`config.mk`:
```
export PLATFORM = sky130hd
export DESIGN_NAME = acbs_ctrl
export DESIGN_NICKNAME = d
export VERILOG_FILES = /design/src/sv/aho_corasick_byte_scanner_defines.svh /design/src/sv/acbs_pkg.sv /design/src/sv/acbs_ctrl.sv
export SDC_FILE = /design/constraint.sdc
export NUM_CORES = 1
export LEC_CHECK = 0
export BUFFER_PORTS_ARGS = -buffer_cell sky130_fd_sc_hd__buf_4
export CAP_MARGIN = 40
export CORE_MARGIN = 3
export CORE_UTILIZATION = 56
export CTS_BUF_LIST = sky130_fd_sc_hd__clkbuf_8
export DETAILED_ROUTE_END_ITERATION = 8
export GPL_ROUTABILITY_DRIVEN = 0
export PLACE_DENSITY_LB_ADDON = 0.2
export SETUP_SLACK_MARGIN = 0.2
export SLEW_MARGIN = 20
export SYNTH_ARGS = -nofsm -noshare
export SYNTH_HDL_FRONTEND = slang
export SYNTH_SLANG_ARGS = --single-unit
```
`constraint.sdc`:
```
create_clock -name clk -period 7.3 [get_ports clk]
set_input_delay 1.46 -clock clk [delete_from_list [all_inputs] [get_ports clk]]
set_output_delay 1.46 -clock clk [all_outputs]
set_load 0.1 [all_outputs]
```
`src/sv/aho_corasick_byte_scanner_defines.svh`:
```
// Assertion macros for the Aho-Corasick byte scanner.
// Used by the top level; expects clk and arst_n in scope.
`ifndef AHO_CORASICK_BYTE_SCANNER_DEFINES_SVH
`define AHO_CORASICK_BYTE_SCANNER_DEFINES_SVH

// same-cycle implication
`define ACBS_ASSERT_NOW(lbl, ante, cons, msg) \
	lbl: assert property (@(posedge clk) disable iff (!arst_n) (ante) |-> (cons)) \
		else $error(msg);

// next-cycle implication
`define ACBS_ASSERT_NEXT(lbl, ante, cons, msg) \
	lbl: assert property (@(posedge clk) disable iff (!arst_n) (ante) |=> (cons)) \
		else $error(msg);

`endif

```
`src/sv/acbs_pkg.sv`:
```
// Shared constants and types for the Aho-Corasick byte scanner.
// No dependencies.
package acbs_pkg;

	localparam int NODE_COUNT_DEF       = 256;
	localparam int OUTPUTS_PER_NODE_DEF = 8;
	localparam int PATTERN_COUNT_DEF    = 1024;

	localparam logic [2:0] OP_SCAN  = 3'd0;
	localparam logic [2:0] OP_EDGE  = 3'd1;
	localparam logic [2:0] OP_FAIL  = 3'd2;
	localparam logic [2:0] OP_OUT   = 3'd3;
	localparam logic [2:0] OP_START = 3'd4;

	localparam int OUT_ENTRY_W = 19; // valid, pattern id, length

	typedef struct packed {
		logic clearing;
		logic scanning;
	} acbs_status_t;

endpackage

```
`src/sv/acbs_ctrl.sv`:
```
// Scan sequencer: table loads, clearing sweep, failure walk and output list emission.
// Depends on acbs_pkg; drives the three table RAMs.
module acbs_ctrl #(
	parameter int NODE_COUNT       = acbs_pkg::NODE_COUNT_DEF,
	parameter int OUTPUTS_PER_NODE = acbs_pkg::OUTPUTS_PER_NODE_DEF,
	parameter int PATTERN_COUNT    = acbs_pkg::PATTERN_COUNT_DEF,
	parameter int NW               = $clog2(NODE_COUNT),
	parameter int SW               = (OUTPUTS_PER_NODE > 1) ? $clog2(OUTPUTS_PER_NODE) : 1
) (
	input  logic                            clk,
	input  logic                            arst_n,
	input  logic                            s_tvalid,
	output logic                            s_tready,
	input  logic [47:0]                     s_tdata,
	input  logic [2:0]                      s_tuser,
	output logic                            m_tvalid,
	input  logic                            m_tready,
	output logic [79:0]                     m_tdata,
	output logic                            m_tlast,
	output logic                            edge_we,
	output logic [NW+7:0]                   edge_waddr,
	output logic [NW:0]                     edge_wdata,
	output logic [NW+7:0]                   edge_raddr,
	input  logic [NW:0]                     edge_rdata,
	output logic                            fail_we,
	output logic [NW-1:0]                   fail_waddr,
	output logic [NW-1:0]                   fail_wdata,
	output logic [NW-1:0]                   fail_raddr,
	input  logic [NW-1:0]                   fail_rdata,
	output logic                            out_we,
	output logic [NW+SW-1:0]                out_waddr,
	output logic [acbs_pkg::OUT_ENTRY_W-1:0] out_wdata,
	output logic [NW+SW-1:0]                out_raddr,
	input  logic [acbs_pkg::OUT_ENTRY_W-1:0] out_rdata,
	output acbs_pkg::acbs_status_t          status
);

	localparam int EAW = NW + 8;
	localparam int HW  = NW + 1;

	localparam logic [2:0] ST_CLR   = 3'd0;
	localparam logic [2:0] ST_IDLE  = 3'd1;
	localparam logic [2:0] ST_EDGE  = 3'd2;
	localparam logic [2:0] ST_ECHK  = 3'd3;
	localparam logic [2:0] ST_FCHK  = 3'd4;
	localparam logic [2:0] ST_ORD   = 3'd5;
	localparam logic [2:0] ST_OCHK  = 3'd6;
	localparam logic [2:0] ST_FLUSH = 3'd7;

	logic [2:0]     state_q;
	logic [EAW-1:0] clr_q;
	logic [NW-1:0]  cur_q;
	logic [7:0]     byte_q;
	logic [HW-1:0]  hops_q;
	logic [SW-1:0]  slot_q;
	logic [31:0]    pos_q;

	logic        pend_v_q;
	logic [31:0] pend_start_q;
	logic [31:0] pend_end_q;
	logic [9:0]  pend_pat_q;

	logic        m_tvalid_q;
	logic [79:0] m_tdata_q;
	logic        m_tlast_q;

	logic [7:0] in_byte, in_node, in_tgt, in_len;
	logic       in_ev;
	logic [2:0] in_slot;
	logic [9:0] in_pid;
	logic       accept;
	logic       node_ok, tgt_ok, slot_ok, pid_ok;
	logic [NW-1:0] node_n, tgt_n;

	logic          e_v;
	logic [NW-1:0] e_child;
	logic          o_v;
	logic [9:0]    o_pid;
	logic [7:0]    o_len;
	logic          out_free;
	logic          push;
	logic          push_last;
	logic          stall;

	assign in_byte = s_tdata[7:0];
	assign in_node = s_tdata[15:8];
	assign in_tgt  = s_tdata[23:16];
	assign in_ev   = s_tdata[24];
	assign in_slot = s_tdata[27:25];
	assign in_pid  = s_tdata[37:28];
	assign in_len  = s_tdata[45:38];

	assign s_tready = (state_q == ST_IDLE);
	assign accept   = s_tvalid && s_tready;

	assign node_ok = {9'd0, in_node} < 17'(NODE_COUNT);
	assign tgt_ok  = {9'd0, in_tgt} < 17'(NODE_COUNT);
	assign slot_ok = {4'd0, in_slot} < 7'(OUTPUTS_PER_NODE);
	assign pid_ok  = {7'd0, in_pid} < 17'(PATTERN_COUNT);
	assign node_n  = NW'(in_node);
	assign tgt_n   = NW'(in_tgt);

	assign e_v     = edge_rdata[NW];
	assign e_child = edge_rdata[NW-1:0];
	assign o_v     = out_rdata[18];
	assign o_pid   = out_rdata[17:8];
	assign o_len   = out_rdata[7:0];

	assign out_free = !m_tvalid_q || m_tready;

	always_comb begin
		edge_we    = 1'b0;
		edge_waddr = {node_n, in_byte};
		edge_wdata = in_ev ? {1'b1, tgt_n} : '0;
		fail_we    = 1'b0;
		fail_waddr = node_n;
		fail_wdata = tgt_n;
		out_we     = 1'b0;
		out_waddr  = {node_n, SW'(in_slot)};
		out_wdata  = in_ev ? {1'b1, in_pid, in_len} : '0;
		if (state_q == ST_CLR) begin
			edge_we    = 1'b1;
			edge_waddr = clr_q;
			edge_wdata = '0;
			fail_we    = 1'b1;
			fail_waddr = clr_q[NW-1:0];
			fail_wdata = '0;
			out_we     = 1'b1;
			out_waddr  = clr_q[NW+SW-1:0];
			out_wdata  = '0;
		end else if (accept) begin
			edge_we = (s_tuser == acbs_pkg::OP_EDGE) && node_ok && (!in_ev || tgt_ok);
			fail_we = (s_tuser == acbs_pkg::OP_FAIL) && node_ok && tgt_ok;
			out_we  = (s_tuser == acbs_pkg::OP_OUT) && node_ok && slot_ok && (!in_ev || pid_ok);
		end
	end

	assign edge_raddr = {cur_q, byte_q};
	assign fail_raddr = cur_q;
	assign out_raddr  = {cur_q, slot_q};

	always_comb begin
		stall     = (state_q == ST_OCHK) && o_v && pend_v_q && !out_free;
		push      = 1'b0;
		push_last = 1'b0;
		case (state_q)
			ST_OCHK: begin
				push = o_v && pend_v_q && out_free;
			end
			ST_FLUSH: begin
				push      = pend_v_q && out_free;
				push_last = 1'b1;
			end
			default: begin
				push = 1'b0;
			end
		endcase
	end

	always_ff @(posedge clk or negedge arst_n) begin
		if (!arst_n) begin
			state_q  <= ST_CLR;
			clr_q    <= '0;
			cur_q    <= '0;
			byte_q   <= '0;
			hops_q   <= '0;
			slot_q   <= '0;
			pos_q    <= '0;
			pend_v_q <= 1'b0;
		end else begin
			case (state_q)
				ST_CLR: begin
					clr_q <= clr_q + 1'b1;
					if (clr_q == '1) begin
						state_q <= ST_IDLE;
					end
				end
				ST_IDLE: begin
					if (accept) begin
						if (s_tuser == acbs_pkg::OP_START) begin
							cur_q <= '0;
							pos_q <= '0;
						end else if (s_tuser == acbs_pkg::OP_SCAN) begin
							byte_q  <= in_byte;
							hops_q  <= '0;
							state_q <= ST_EDGE;
						end
					end
				end
				ST_EDGE: begin
					state_q <= ST_ECHK;
				end
				ST_ECHK: begin
					slot_q <= '0;
					if (e_v) begin
						cur_q   <= e_child;
						state_q <= ST_ORD;
					end else if (cur_q == '0) begin
						state_q <= ST_ORD;
					end else if (hops_q >= HW'(NODE_COUNT)) begin
						cur_q   <= '0;
						state_q <= ST_EDGE;
					end else begin
						state_q <= ST_FCHK;
					end
				end
				ST_FCHK: begin
					cur_q   <= fail_rdata;
					hops_q  <= hops_q + 1'b1;
					state_q <= ST_EDGE;
				end
				ST_ORD: begin
					state_q <= ST_OCHK;
				end
				ST_OCHK: begin
					if (!stall) begin
						if (o_v) begin
							pend_v_q     <= 1'b1;
							pend_start_q <= pos_q - {24'd0, o_len} + 32'd1;
							pend_end_q   <= pos_q + 32'd1;
							pend_pat_q   <= o_pid;
						end
						if (slot_q == SW'(OUTPUTS_PER_NODE - 1)) begin
							state_q <= ST_FLUSH;
						end else begin
							slot_q  <= slot_q + 1'b1;
							state_q <= ST_ORD;
						end
					end
				end
				ST_FLUSH: begin
					if (!pend_v_q || out_free) begin
						pend_v_q <= 1'b0;
						pos_q    <= pos_q + 32'd1;
						state_q  <= ST_IDLE;
					end
				end
				default: begin
					state_q <= ST_IDLE;
				end
			endcase
		end
	end

	always_ff @(posedge clk or negedge arst_n) begin
		if (!arst_n) begin
			m_tvalid_q <= 1'b0;
		end else if (push) begin
			m_tvalid_q <= 1'b1;
		end else if (m_tready) begin
			m_tvalid_q <= 1'b0;
		end
	end

	always_ff @(posedge clk) begin
		if (push) begin
			m_tdata_q <= {6'd0, pend_pat_q, pend_end_q, pend_start_q};
			m_tlast_q <= push_last;
		end
	end

	assign m_tvalid = m_tvalid_q;
	assign m_tdata  = m_tdata_q;
	assign m_tlast  = m_tlast_q;

	assign status.clearing = (state_q == ST_CLR);
	assign status.scanning = (state_q != ST_CLR) && (state_q != ST_IDLE);

endmodule

```
== Word-level counts from Yosys, hierarchy flattened ==
Index checks and enable logic that the tools add are counted.
Word-level totals
  register bits: 230
  latch bits: 0
  RAM bits: 0
  ROM bits: 0
  input port bits: 91
  output and inout port bits: 194
  memories kept: 0
Cells by class
  $add $sub $neg: 6
  $mul: 0
  divide/modulo/power cells: 0
  magnitude comparators: 1
  equality and inequality tests: 25
  shift operators: 0
  mux-type cells: 50
  bitwise logic cells: 2
  reductions and logical operators: 31
Operator list (number)
  $mux W32: 3
  $add A32 B1 Y32 const B: 2
  $pmux W32 S2: 1
  $mux W8: 7
  $mux W9: 5
  $mux W19: 2
  $mux W3: 11
  $sub A32 B8 Y32: 1
  $pmux W3 S8: 1
  $pmux W8 S3: 1
  $reduce_and A4 Y1: 5
  $eq A3 B3 Y1 const B: 6
  $pmux W9 S2: 1
  $add A16 B1 Y16 const B: 1
  $eq A16 B16 Y1 const B: 1
  $mux W16: 1
  $eq A3 B2 Y1 const B: 4
  $mux W1: 12
  $mux W11: 1
  $ne A2 B2 Y1 const B: 5
  $reduce_bool A2 Y1: 5
  $add A9 B1 Y9 const B: 1
  $ge A9 B9 Y1 const B: 1
  $logic_and A1 B1 Y1: 8
  17 further kinds: 29

== Longest topological paths before layout ==
Gate-level depths: netlist of run 1.
  depth in word-level cells: 6
  mapped depth: 11

== Least setup slack after synthesis of run 1 ==
OpenSTA, ideal clock, no wires.
  path type: input port to output port
  start point: in s_tuser[2]
  end point: out edge_we
  arrival: 4731 ps
  path slack: 1109 ps
  cell stages on the path: 2
  buffers on the path: 0
  cells stage by stage: nand2b_1 -> o41ai_1
Between the ends
  cells in the longest elaborated chain, start to end: 3
RTL lines
  from (decl): RTL line acbs_ctrl.sv:15  | input logic [2:0] s_tuser,
  $eq A3 B1 Y1: RTL line acbs_ctrl.sv:132  | edge_we = (s_tuser == acbs_pkg::OP_EDGE) && node_ok && (!in_ev || tgt_ok);
  $mux W1: RTL line acbs_ctrl.sv:131  | end else if (accept) begin
  $mux W1: RTL line acbs_ctrl.sv:121  | if (state_q == ST_CLR) begin
  to (decl): RTL line acbs_ctrl.sv:20  | output logic edge_we,
No other way between the ends.

== Final worst setup path of run 1 ==
  start point: reg state_q[0]
  end point: out fail_waddr[6]
Between the ends
  cells in the longest elaborated chain, start to end: 2
RTL lines
  from (decl): RTL line acbs_ctrl.sv:50  | logic [2:0] state_q;
  from (signal assigned): RTL line acbs_ctrl.sv:162  | state_q <= ST_CLR;
  from (signal assigned): RTL line acbs_ctrl.sv:175  | state_q <= ST_IDLE;
  from (signal assigned): RTL line acbs_ctrl.sv:186  | state_q <= ST_EDGE;
  $logic_not A3 Y1: RTL line acbs_ctrl.sv:121
  $mux W8: RTL line acbs_ctrl.sv:121
  to (decl): RTL line acbs_ctrl.sv:26  | output logic [NW-1:0] fail_waddr,
No other way between the ends.

==> impl_results.md, run 1 <==
* Outcome: finished clean
* Number of buffers and inverters on the critical path at 3
* Post-synthesis async set-or-reset flop share at 0.352
* CTS tree: done
* Worst R2R Path Depth at 11
* Startpoint of the worst register-to-register path: pos_q[1]
* Unrepaired setup endpoints after global routing: no
* Count of final setup violators at 0
* Total count of max-transition violations in the final report at 0
* Slowest-stage cell, CP: sky130_fd_sc_hd__dfrtp_1
* Library cells used by synthesis at 59
* Buffers from clock root to sink, at most at 3
* Startpoint class of the critical path: flop
* Largest net degree at the start of global routing at 61
* Peak per-stage delay on the critical path at 0.55 ns
* R2R setup slack at 3.82 ns
* Count of standard-cell rows at 52
* Synth area leader: sky130_fd_sc_hd__edfxtp_1
* Worst setup endpoint: fail_waddr[6]
* Area inside the core boundary at 20300 µm²
* Fill cell instance count of the final layout at 1467
* Critical path data required time at 5.84 ns
* Capturing point of the worst reg2reg path: pend_start_q[31]
* Residual overflow from global routing at 0
* Maximum capacitance violations at 0
* Synthesized area divided by synthesized cell count at 10.8 µm²
* Total number of nets in the final design at 1497
* Sink count of the clock tree at 230
* Post-placement cell area at 13900 µm²
* Synth Area in Compound Gates at 0.106
* Initial antenna violation count at 0
* Routed wire per std cell at 16.5 µm
* Crit path arrival time at 2.98 ns
* Share of the cycle needed by the critical path after routing at 0.609
* Ordered cell list for the critical path: or3_1, buf_4, inv_1, nand2_1, nand2_1, buf_4
* Worst Setup Path Type: reg2out
* Maximum fanout encountered on the critical timing path at 60
* Fraction of final layout cells with drive strength greater than 1 at 0.259
* Total wire length after detailed routing at 27000 µm
* First-iteration detailed-routing DRC count at 569
* IR Drop Worst-Case VDD at 0.000497 V
* Commonest cells after routing, fill and taps aside: sky130_fd_sc_hd__buf_4 (283), sky130_fd_sc_hd__nand2_1 (178), sky130_fd_sc_hd__edfxtp_1 (149)
* Leading post-synthesis cells by cell area: sky130_fd_sc_hd__edfxtp_1 (38%), sky130_fd_sc_hd__dfrtp_1 (17%), sky130_fd_sc_hd__ha_1 (7.1%), sky130_fd_sc_hd__nand2_1 (5.7%), sky130_fd_sc_hd__xnor2_1 (4.1%)
* Die width at 150 µm
* Number of buffers inserted during clock tree synthesis at 38
* Inserted Diodes at 0
* Worst slack, placed at 2.90 ns
* Final core utilization at 0.723
* Source of the critical timing path: state_q[0]
* Leading cell type in the layout, fill and taps excluded: sky130_fd_sc_hd__buf_4
* Post-Layout Inst Area at 14700 µm²
* Area used by sequential logic in the layout at 6500 µm²
* Main combinational cell family by area after synthesis: simple AND/OR/NAND/NOR gates
* Arithmetic-cell share of the synthesized area counting full adders, half adders and majority gates at 0.0726
* Hold buffer count at cts at 0
* Via Count at 8945
* Number of port buffers at 276
* Number of design rule violations left after detail routing at 0
* Starting utilization of the core area at 0.574
* Global-route wire length before repair at 42400 µm
* Hold crit path type: reg2reg
* Area added between synthesis and finish at 26.1%
* EDFF count, synth at 149
* Combined area of all synthesized cells at 11600 µm²
* Root cell of the clock tree: sky130_fd_sc_hd__clkbuf_8
* Xor/xnor share of the synthesized area at 0.0602
* CP endpoint kind: primary output
* Setup total negative slack at 0 ns
* Total of warnings raised by yosys at 0
* Total routing usage reported by global routing at 0.231
* Worst Max-Slew Pin Slew at 0.815 ns
* Number of gates on the worst path with buffers counted at 6
* Delay-heaviest family, CP: buffers and inverters
* Clock insertion delay at the later pin of the skew report at 0.54 ns
* Footprint of the multi-input gates at 4650 µm²
* Detailed-placement wirelength estimate at 19700 µm
* Vertical die dimension at 150 µm
* Yosys top cell area share at 0.384
* Maximum clock frequency at 225 MHz
* DRT antenna net count at 0
* Static Leakage at 6.74 nW
* Slew headroom at 0.452
* TritonRoute pass-1 iters at 5
* Mux share of post-synthesis cell area at 0.00269
* Die Area at 22600 µm²
* Setup bufs post-CTS at 0
* Number of placed I/O pins at 285
* Basic-gate share of the synthesized area counting and, or, nand and nor cells at 0.154
* Primary FF master, synth: sky130_fd_sc_hd__edfxtp_1
* Vias in the first global route at 8724
* Via density at 5.46
* P per Cell Area at 479 nW/µm²
* Final hold violation count at 0
* Number of gates resized after cts at 0
* Sequential element share of the synthesized area at 0.558
* Synthesized netlist cell count at 1075
* CTS clk-pin slew, worst paths at 0.06 ns
* Tot Pwr at 7.03 mW
* CTS HTree Levels at 2
* Final worst clock skew at 0.0415 ns
* Final Worst Setup Slack at 2.86 ns
* Flip-flop and latch count after synthesis at 230
* Minimum clock period after layout at 4.44 ns
==> final cells by class <==
cell class / count / area share
Clock buffer: 42 / 0.0394
Clock inverter: 26 / 0.0152
Inverter: 51 / 0.0130
Multi-Input combinational cell: 731 / 0.317
Sequential cell: 230 / 0.443
Tap cell: 270 / 0.0230
Timing Repair Buffer: 287 / 0.150
==> synth_stat cells (4+ instances only) <==
cell type / count
sky130_fd_sc_hd__o31ai_1: 4
sky130_fd_sc_hd__a22o_1: 14
sky130_fd_sc_hd__or3_1: 7
sky130_fd_sc_hd__o21bai_1: 5
sky130_fd_sc_hd__and3_1: 37
sky130_fd_sc_hd__xor2_1: 25
sky130_fd_sc_hd__nor3_1: 9
sky130_fd_sc_hd__inv_1: 51
sky130_fd_sc_hd__dfrtp_1: 81
sky130_fd_sc_hd__ha_1: 66
sky130_fd_sc_hd__o211ai_1: 6
sky130_fd_sc_hd__buf_4: 23
sky130_fd_sc_hd__edfxtp_1: 149
sky130_fd_sc_hd__and2_1: 15
sky130_fd_sc_hd__xnor2_1: 55
sky130_fd_sc_hd__nand2b_1: 4
sky130_fd_sc_hd__a21o_1: 15
sky130_fd_sc_hd__a21oi_1: 48
sky130_fd_sc_hd__nor2_1: 53
sky130_fd_sc_hd__and4_1: 7
sky130_fd_sc_hd__buf_2: 5
sky130_fd_sc_hd__a211oi_1: 6
sky130_fd_sc_hd__o21ai_0: 69
sky130_fd_sc_hd__nand2_1: 178
sky130_fd_sc_hd__nand3_1: 28
sky130_fd_sc_hd__clkbuf_1: 38
sky130_fd_sc_hd__nand4_1: 23
==> cells by family after synthesis <==
logic type      count (synthesis)
compound gates                198
buf+inv                       119
flops                         230
fa+ha+maj                      67
mux                             3
other cells                     1
xor+xnor                       80
simple gates                  377
==> flip-flops by register name, indices dropped and copies added (netlist names) <==
signal and count:
m_tdata 74, pend_end_q 32, pend_start_q 32, pos_q 32
clr_q 16, pend_pat_q 10, hops_q 9, byte_q 8
fail_raddr 8, slot_q 3, state_q 3, m_tlast 1
m_tvalid 1, pend_v_q 1
==> where the power goes <==
part           internal [mW]  switching (mW)  leakage, nW
Clock                  0.676           0.509        0.448
Sequential              1.65           0.185         2.37
Combinational          0.963            3.05         3.92
==> worst min path at each step <==
stage,end,from,cells after the start
2_1_floorplan,m_tdata[0],pend_start_q[0],0
3_3_place_gp,m_tdata[2],pend_start_q[2],0
3_5_place_dp,m_tdata[0],pend_start_q[0],0
4_1_cts,m_tdata[47],pend_end_q[15],0
5_1_grt,m_tdata[47],pend_end_q[15],0
6_report,m_tdata[47],pend_end_q[15],0
==> worst register-to-register path: stages, from the launching register on <==
cell and delay, ns:
sky130_fd_sc_hd__dfrtp_1 0.44, sky130_fd_sc_hd__inv_1 0.07, sky130_fd_sc_hd__ha_1 0.27, sky130_fd_sc_hd__inv_1 0.04
sky130_fd_sc_hd__ha_1 0.22, sky130_fd_sc_hd__fa_1 0.45, sky130_fd_sc_hd__a211oi_1 0.26, sky130_fd_sc_hd__o21ai_0 0.29
sky130_fd_sc_hd__a211oi_1 0.47, sky130_fd_sc_hd__nor2_1 0.15, sky130_fd_sc_hd__o21ai_0 0.41, sky130_fd_sc_hd__xnor2_1 0.13
==> per-stage QoR <==
| stage | instances | hold WS (ns) |
|---|---|---|
| floorplan | 1080 | 0.400 |
| global placement | 1565 | 0.400 |
| detailed placement | 1568 | 0.405 |
| CTS | 1636 | 0.386 |
| global route | 1637 | 0.416 |
| finish | 1637 | 0.386 |
==> routing by layer <==
metal  share of wire  wire length, µm  track usage
met5               0                0            0
met4           0.023              625       0.0755
met3           0.068             1850       0.0479
met2            0.49            13400        0.387
met1            0.41            11200        0.305
Note: power is estimated with default switching activity, not from simulation.
==> run 2: changes to the inputs <==
==> constraint.sdc (replaced) <==
create_clock -name clk -period 4.3 [get_ports clk]
set_input_delay 0.86 -clock clk [delete_from_list [all_inputs] [get_ports clk]]
set_output_delay 0.86 -clock clk [all_outputs]
set_load 0.1 [all_outputs]
==> impl_results.md, run 2 (same netlist as run 1, synthesis figures left out) <==
* Outcome: finished clean
* Fraction of power consumed by combinational cells at 0.571 (about the same)
* Top routing layer in use: met4
* Number of buffers inserted during clock tree synthesis at 38 (unchanged)
* CTS tree: done
* Post-placement cell area at 13900 µm² (+0.23%)
* Total count of max-transition violations in the final report at 0 (unchanged)
* Number of placed I/O pins at 285 (unchanged)
* Die Area at 22600 µm² (unchanged)
* Via density at 5.51 (+0.93%)
* Worst R2R Path Depth at 11 (unchanged)
* Via Count at 9039 (+1.1%)
* Critical path data required time at 3.44 ns (-2.40 ns)
* Share of the cycle needed by the critical path after routing at 0.835
* Sink count of the clock tree at 230 (unchanged)
* Worst Max-Slew Pin Slew at 0.835 ns (+0.0200 ns)
* Routed wire per std cell at 16.4 µm (-0.43%)
* Number of design rule violations left after detail routing at 0 (unchanged)
* Initial antenna violation count at 0 (unchanged)
* Worst Setup Path Type: reg2out
* Setup total negative slack at 0 ns (unchanged)
* Sequential share of power at 0.262 (about the same)
* Final Worst Setup Slack at 0.711 ns (-2.15 ns)
* CTS HTree Levels at 2 (unchanged)
* Fraction of final layout cells with drive strength greater than 1 at 0.259 (-0.000378)
* Maximum capacitance violations at 0 (unchanged)
* Vias in the first global route at 8614 (-1.3%)
* Clock insertion delay at the later pin of the skew report at 0.53 ns (about the same)
* Crit path arrival time at 2.73 ns (-0.25 ns)
* P per Cell Area at 812 nW/µm² (+69%)
* Post-Layout Inst Area at 14700 µm² (+0.13%)
* Worst slack, placed at 0.524 ns (-2.38 ns)
* Switching power as a share of total power at 0.532 (about the same)
* Minimum clock period after layout at 3.59 ns
* Buffers from clock root to sink, at most at 3 (unchanged)
* Flip-flop count of the largest register after layout at 74 (unchanged)
* Detailed route wirelength on metal3 at 1740 µm (-6.1%)
* Static Leakage at 6.74 nW (about the same)
* Detailed-placement wirelength estimate at 19500 µm (-1.0%)
* Count of final setup violators at 0 (unchanged)
* Unrepaired setup endpoints after global routing: no
* Residual overflow from global routing at 0 (unchanged)
* IR Drop Worst-Case VDD at 0.000945 V (+90%)
* DRT antenna net count at 0 (unchanged)
* Vertical die dimension at 150 µm (unchanged)
* Inserted Diodes at 0 (unchanged)
* CTS clk-pin slew, worst paths at 0.06 ns (about the same)
* Final worst clock skew at 0.0345 ns (-0.00695 ns)
* Detailed-route wire length on metal 1 at 11400 µm (+1.7%)
* Fill cell instance count of the final layout at 1502 (+2.4%)
* Maximum clock frequency at 279 MHz
* Total routing usage reported by global routing at 0.230 (-0.00106)
* Area inside the core boundary at 20300 µm² (unchanged)
* Hold buffer count at cts at 0 (unchanged)
* Hold crit path type: in2async
* WL met2 at 13200 µm (-1.3%)
* CP endpoint kind: primary output
* Startpoint of the worst register-to-register path: pos_q[1]
* Part of the power in the clock network at 0.168 (about the same)
* Leading cell type in the layout, fill and taps excluded: sky130_fd_sc_hd__buf_4
* Final hold violation count at 0 (unchanged)
* Root cell of the clock tree: sky130_fd_sc_hd__clkbuf_8
* Setup bufs post-CTS at 0 (unchanged)
* Total number of nets in the final design at 1498 (+0.067%)
* Number of gates resized after cts at 0 (unchanged)
* First-iteration detailed-routing DRC count at 528 (-7.2%)
* Count of standard-cell rows at 52 (unchanged)
* Global-route wire length before repair at 42400 µm (-0.13%)
* Number of port buffers at 276 (unchanged)
* Die width at 150 µm (unchanged)
* Total wire length after detailed routing at 26900 µm (-0.30%)
* Starting utilization of the core area at 0.574 (unchanged)
* Area added between synthesis and finish at 26.2%
* Internal Power at 5.59 mW (+70%)
* Slew headroom at 0.439 (-0.0131)
* Startpoint class of the critical path: flop
* Maximum fanout encountered on the critical timing path at 20 (-67%)
* Commonest cells after routing, fill and taps aside: sky130_fd_sc_hd__buf_4 (285), sky130_fd_sc_hd__nand2_1 (178), sky130_fd_sc_hd__edfxtp_1 (149)
* R2R setup slack at 0.92 ns (-2.90 ns)
* Largest net degree at the start of global routing at 60 (-1.6%)
* TritonRoute pass-1 iters at 5 (unchanged)
* Net switching component of the power at 6.34 mW (+70%)
* Capturing point of the worst reg2reg path: pend_start_q[31]
run 2: cell count changes in the layout (fill, tap and decap cells not counted):
cell,previous run,this run
sky130_fd_sc_hd__clkinvlp_4,0,2
sky130_fd_sc_hd__buf_12,1,2
sky130_fd_sc_hd__inv_1,59,61
sky130_fd_sc_hd__o41ai_2,0,1
sky130_fd_sc_hd__buf_6,1,0
sky130_fd_sc_hd__clkinv_1,4,5
sky130_fd_sc_hd__buf_4,283,285
sky130_fd_sc_hd__clkinv_2,8,5
sky130_fd_sc_hd__o41ai_1,1,0
sky130_fd_sc_hd__buf_8,1,0
sky130_fd_sc_hd__inv_6,2,1
run 2: how the worst max path moves through the flow:
stage | startpoint | endpoint | slack (ns) | cells past startpoint
global route | state_q[0] | fail_waddr[2] | 0.56 | 5
detailed placement | out_rdata[1] | pend_start_q[31] | 0.52 | 11
CTS | state_q[0] | fail_waddr[6] | 0.70 | 5
finish | state_q[0] | fail_waddr[6] | 0.71 | 5
floorplan | s_tuser[2] | fail_we | 0.06 | 4
global placement | out_rdata[1] | pend_start_q[31] | 0.52 | 11
run 2: area by class of cell:
type                    count  area [µm²]  share of cell area
inverters                  51         191              0.0130
clock buffers              42         578              0.0393
flip-flops and latches    230        6500               0.442
well taps                 270         338              0.0230
clock inverters            27         225              0.0153
repair buffers            288        2210               0.150
multi-input cells         731        4660               0.317
run 2: power groups by stage:
stage | registers (mW) | clock network (mW) | logic [mW]
3_5_place_dp | 3.15 | 0 | 6.77
6_report | 3.12 | 2.00 | 6.81
3_3_place_gp | 3.15 | 0 | 6.69
4_1_cts | 3.12 | 2.05 | 6.80
2_1_floorplan | 4.00 | 0 | 4.65
5_1_grt | 3.17 | 2.15 | 7.19
run 2: metrics by stage:
stage | cells | hold WS (ns) | util | total power [mW]
after detailed placement | 1570 | 0.405 | 0.684 | 9.92
after floorplan | 1080 | 0.400 | - | 8.65
after global routing | 1639 | 0.395 | 0.724 | 12.5
after global placement | 1567 | 0.401 | 0.681 | 9.84
final | 1639 | 0.369 | 0.724 | 11.9
after CTS | 1639 | 0.356 | 0.724 | 12.0
run 2: per-layer routing:
layer / vias to the layer above / global-route usage
met3: 58 / 0.0382
met4: 0 / 0.0746
met1: 4315 / 0.318
met5: - / 0
met2: 349 / 0.376
li1: 4317 / -
run 2: critical path: stages (launching register included):
cell,delay (ns)
sky130_fd_sc_hd__dfrtp_1,0.56
sky130_fd_sc_hd__or3_1,0.46
sky130_fd_sc_hd__inv_1,0.44
sky130_fd_sc_hd__nand2_1,0.30
sky130_fd_sc_hd__nand2_1,0.13
sky130_fd_sc_hd__buf_4,0.29
==> run 3: changes to the inputs <==
==> constraint.sdc (replaced) <==
create_clock -name clk -period 3.6 [get_ports clk]
set_input_delay 0.72 -clock clk [delete_from_list [all_inputs] [get_ports clk]]
set_output_delay 0.72 -clock clk [all_outputs]
set_load 0.1 [all_outputs]
==> impl_results.md, run 3 (same netlist as run 1, synthesis figures left out) <==
* DRT antenna net count at 0 (unchanged)
* Root cell of the clock tree: sky130_fd_sc_hd__clkbuf_8
* Residual overflow from global routing at 0 (unchanged)
* Global-route wire length before repair at 43100 µm (+1.9%)
* Vias in the first global route at 8788 (+2.0%)
* Inserted Diodes at 0 (unchanged)
* Static Leakage at 6.76 nW (+0.17%)
* Number of design rule violations left after detail routing at 0 (unchanged)
* Leading cell type in the layout, fill and taps excluded: sky130_fd_sc_hd__buf_4
* Vertical die dimension at 150 µm (unchanged)
* Number of buffers inserted during clock tree synthesis at 39 (+2.6%)
* IR Drop Worst-Case VDD at 0.00104 V (+10%)
* Via Count at 9004 (-0.39%)
* Outcome: finished clean
* Number of placed I/O pins at 285 (unchanged)
* Post-placement cell area at 13900 µm² (+0.29%)
* Commonest cells after routing, fill and taps aside: sky130_fd_sc_hd__buf_4 (293), sky130_fd_sc_hd__nand2_1 (178), sky130_fd_sc_hd__edfxtp_1 (149)
* Worst Max-Slew Pin Slew at 0.774 ns (-0.0612 ns)
* Hold buffer count at cts at 0 (unchanged)
* Critical path data required time at 2.88 ns (-0.56 ns)
* Die Area at 22600 µm² (unchanged)
* Total count of max-transition violations in the final report at 0 (unchanged)
* R2R setup slack at 0.52 ns (-0.40 ns)
* Share of the cycle needed by the critical path after routing at 0.884
* Crit path arrival time at 2.46 ns (-0.27 ns)
* Count of final setup violators at 0 (unchanged)
* P per Cell Area at 963 nW/µm² (+19%)
* Clock insertion delay at the later pin of the skew report at 0.53 ns (about the same)
* Area inside the core boundary at 20300 µm² (unchanged)
* TritonRoute pass-1 iters at 5 (unchanged)
* Maximum capacitance violations at 0 (unchanged)
* Die width at 150 µm (unchanged)
* Maximum fanout encountered on the critical timing path at 59 (+200%)
* Worst slack, placed at 0.139 ns (-0.385 ns)
* Number of gates resized after cts at 0 (unchanged)
* Source of the critical timing path: state_q[0]
* Setup bufs post-CTS at 0 (unchanged)
* Slew headroom at 0.480 (+0.0408)
* Largest net degree at the start of global routing at 75 (+25%)
* Initial antenna violation count at 0 (unchanged)
* Total routing usage reported by global routing at 0.236 (+0.00552)
* Final hold violation count at 0 (unchanged)
* Tot Pwr at 14.1 mW (+18%)
* First-iteration detailed-routing DRC count at 560 (+6.1%)
* Routed wire per std cell at 16.7 µm (+2.0%)
* Sink count of the clock tree at 230 (unchanged)
* Flip-flop count of the largest register after layout at 74 (unchanged)
* Unrepaired setup endpoints after global routing: no
* Hold crit path type: in2async
* CP endpoint kind: primary output
* Fraction of final layout cells with drive strength greater than 1 at 0.263 (+0.00396)
* Starting utilization of the core area at 0.574 (unchanged)
* Worst Setup Path Type: reg2out
* Setup total negative slack at 0 ns (unchanged)
* Minimum clock period after layout at 3.18 ns
* Final Worst Setup Slack at 0.419 ns (-0.292 ns)
* CTS HTree Levels at 2 (unchanged)
* CTS tree: done
* Detailed-placement wirelength estimate at 20000 µm (+2.7%)
* CTS clk-pin slew, worst paths at 0.06 ns (about the same)
* Total wire length after detailed routing at 27500 µm (+2.3%)
* Number of port buffers at 276 (unchanged)
* Final worst clock skew at 0.0271 ns (-0.00741 ns)
* Via density at 5.47 (-0.75%)
* Startpoint of the worst register-to-register path: pos_q[1]
* Area added between synthesis and finish at 26.0%
* Count of standard-cell rows at 52 (unchanged)
* Maximum clock frequency at 314 MHz
* Total number of nets in the final design at 1507 (+0.60%)
* Post-Layout Inst Area at 14700 µm² (-0.14%)
* Smallest hold slack at 0.252 ns (-0.117 ns)
* Buffers from clock root to sink, at most at 3 (unchanged)
* Startpoint class of the critical path: flop
-- run 3: routing by layer --
metal  GRT usage  vias to the layer above  share of wire
li1            -                     4339              -
met1       0.316                     4303           0.42
met2       0.389                      312           0.49
met3      0.0476                       50          0.067
met4      0.0755                        0          0.022
met5           0                        -              0
-- run 3: worst paths after layout --
path,end,cells past startpoint
worst min register to register,m_tdata[47],0
worst min-delay path,pos_q[15],2
worst max register to register,pend_start_q[25],12
max in group asynchronous,clr_q[0],3
min in group clk,pend_pat_q[1],1
worst max-delay path,fail_waddr[7],5
-- run 3: layout make-up --
class / instances / area [µm²]
Sequential cell: 230 / 6500
Tap cell: 270 / 338
Multi-Input combinational cell: 731 / 4660
Clock inverter: 24 / 131
Clock buffer: 43 / 592
Inverter: 51 / 195
Fill cell: 1515 / 5620
Timing Repair Buffer: 296 / 2260
-- run 3: power by group --
part / leakage (nW) / internal [mW] / switching [mW]
registers: 2.37 / 3.35 / 0.381
logic: 3.96 / 2.00 / 6.22
clock network: 0.425 / 1.17 / 1.01
total: 6.76 / 6.53 / 7.60
-- run 3: stage by stage --
stage           util  instances
2_1_floorplan      -       1080
3_3_place_gp   0.685       1576
3_5_place_dp   0.686       1577
4_1_cts        0.722       1644
5_1_grt        0.723       1645
6_report       0.723       1645
-- run 3: worst max-delay path, cell delays in order (launching register included) --
cell and delay (ns):
sky130_fd_sc_hd__dfrtp_1 0.63, sky130_fd_sc_hd__or3_1 0.25, sky130_fd_sc_hd__buf_4 0.44, sky130_fd_sc_hd__nand2_1 0.20
sky130_fd_sc_hd__nand2_1 0.11, sky130_fd_sc_hd__buf_4 0.29
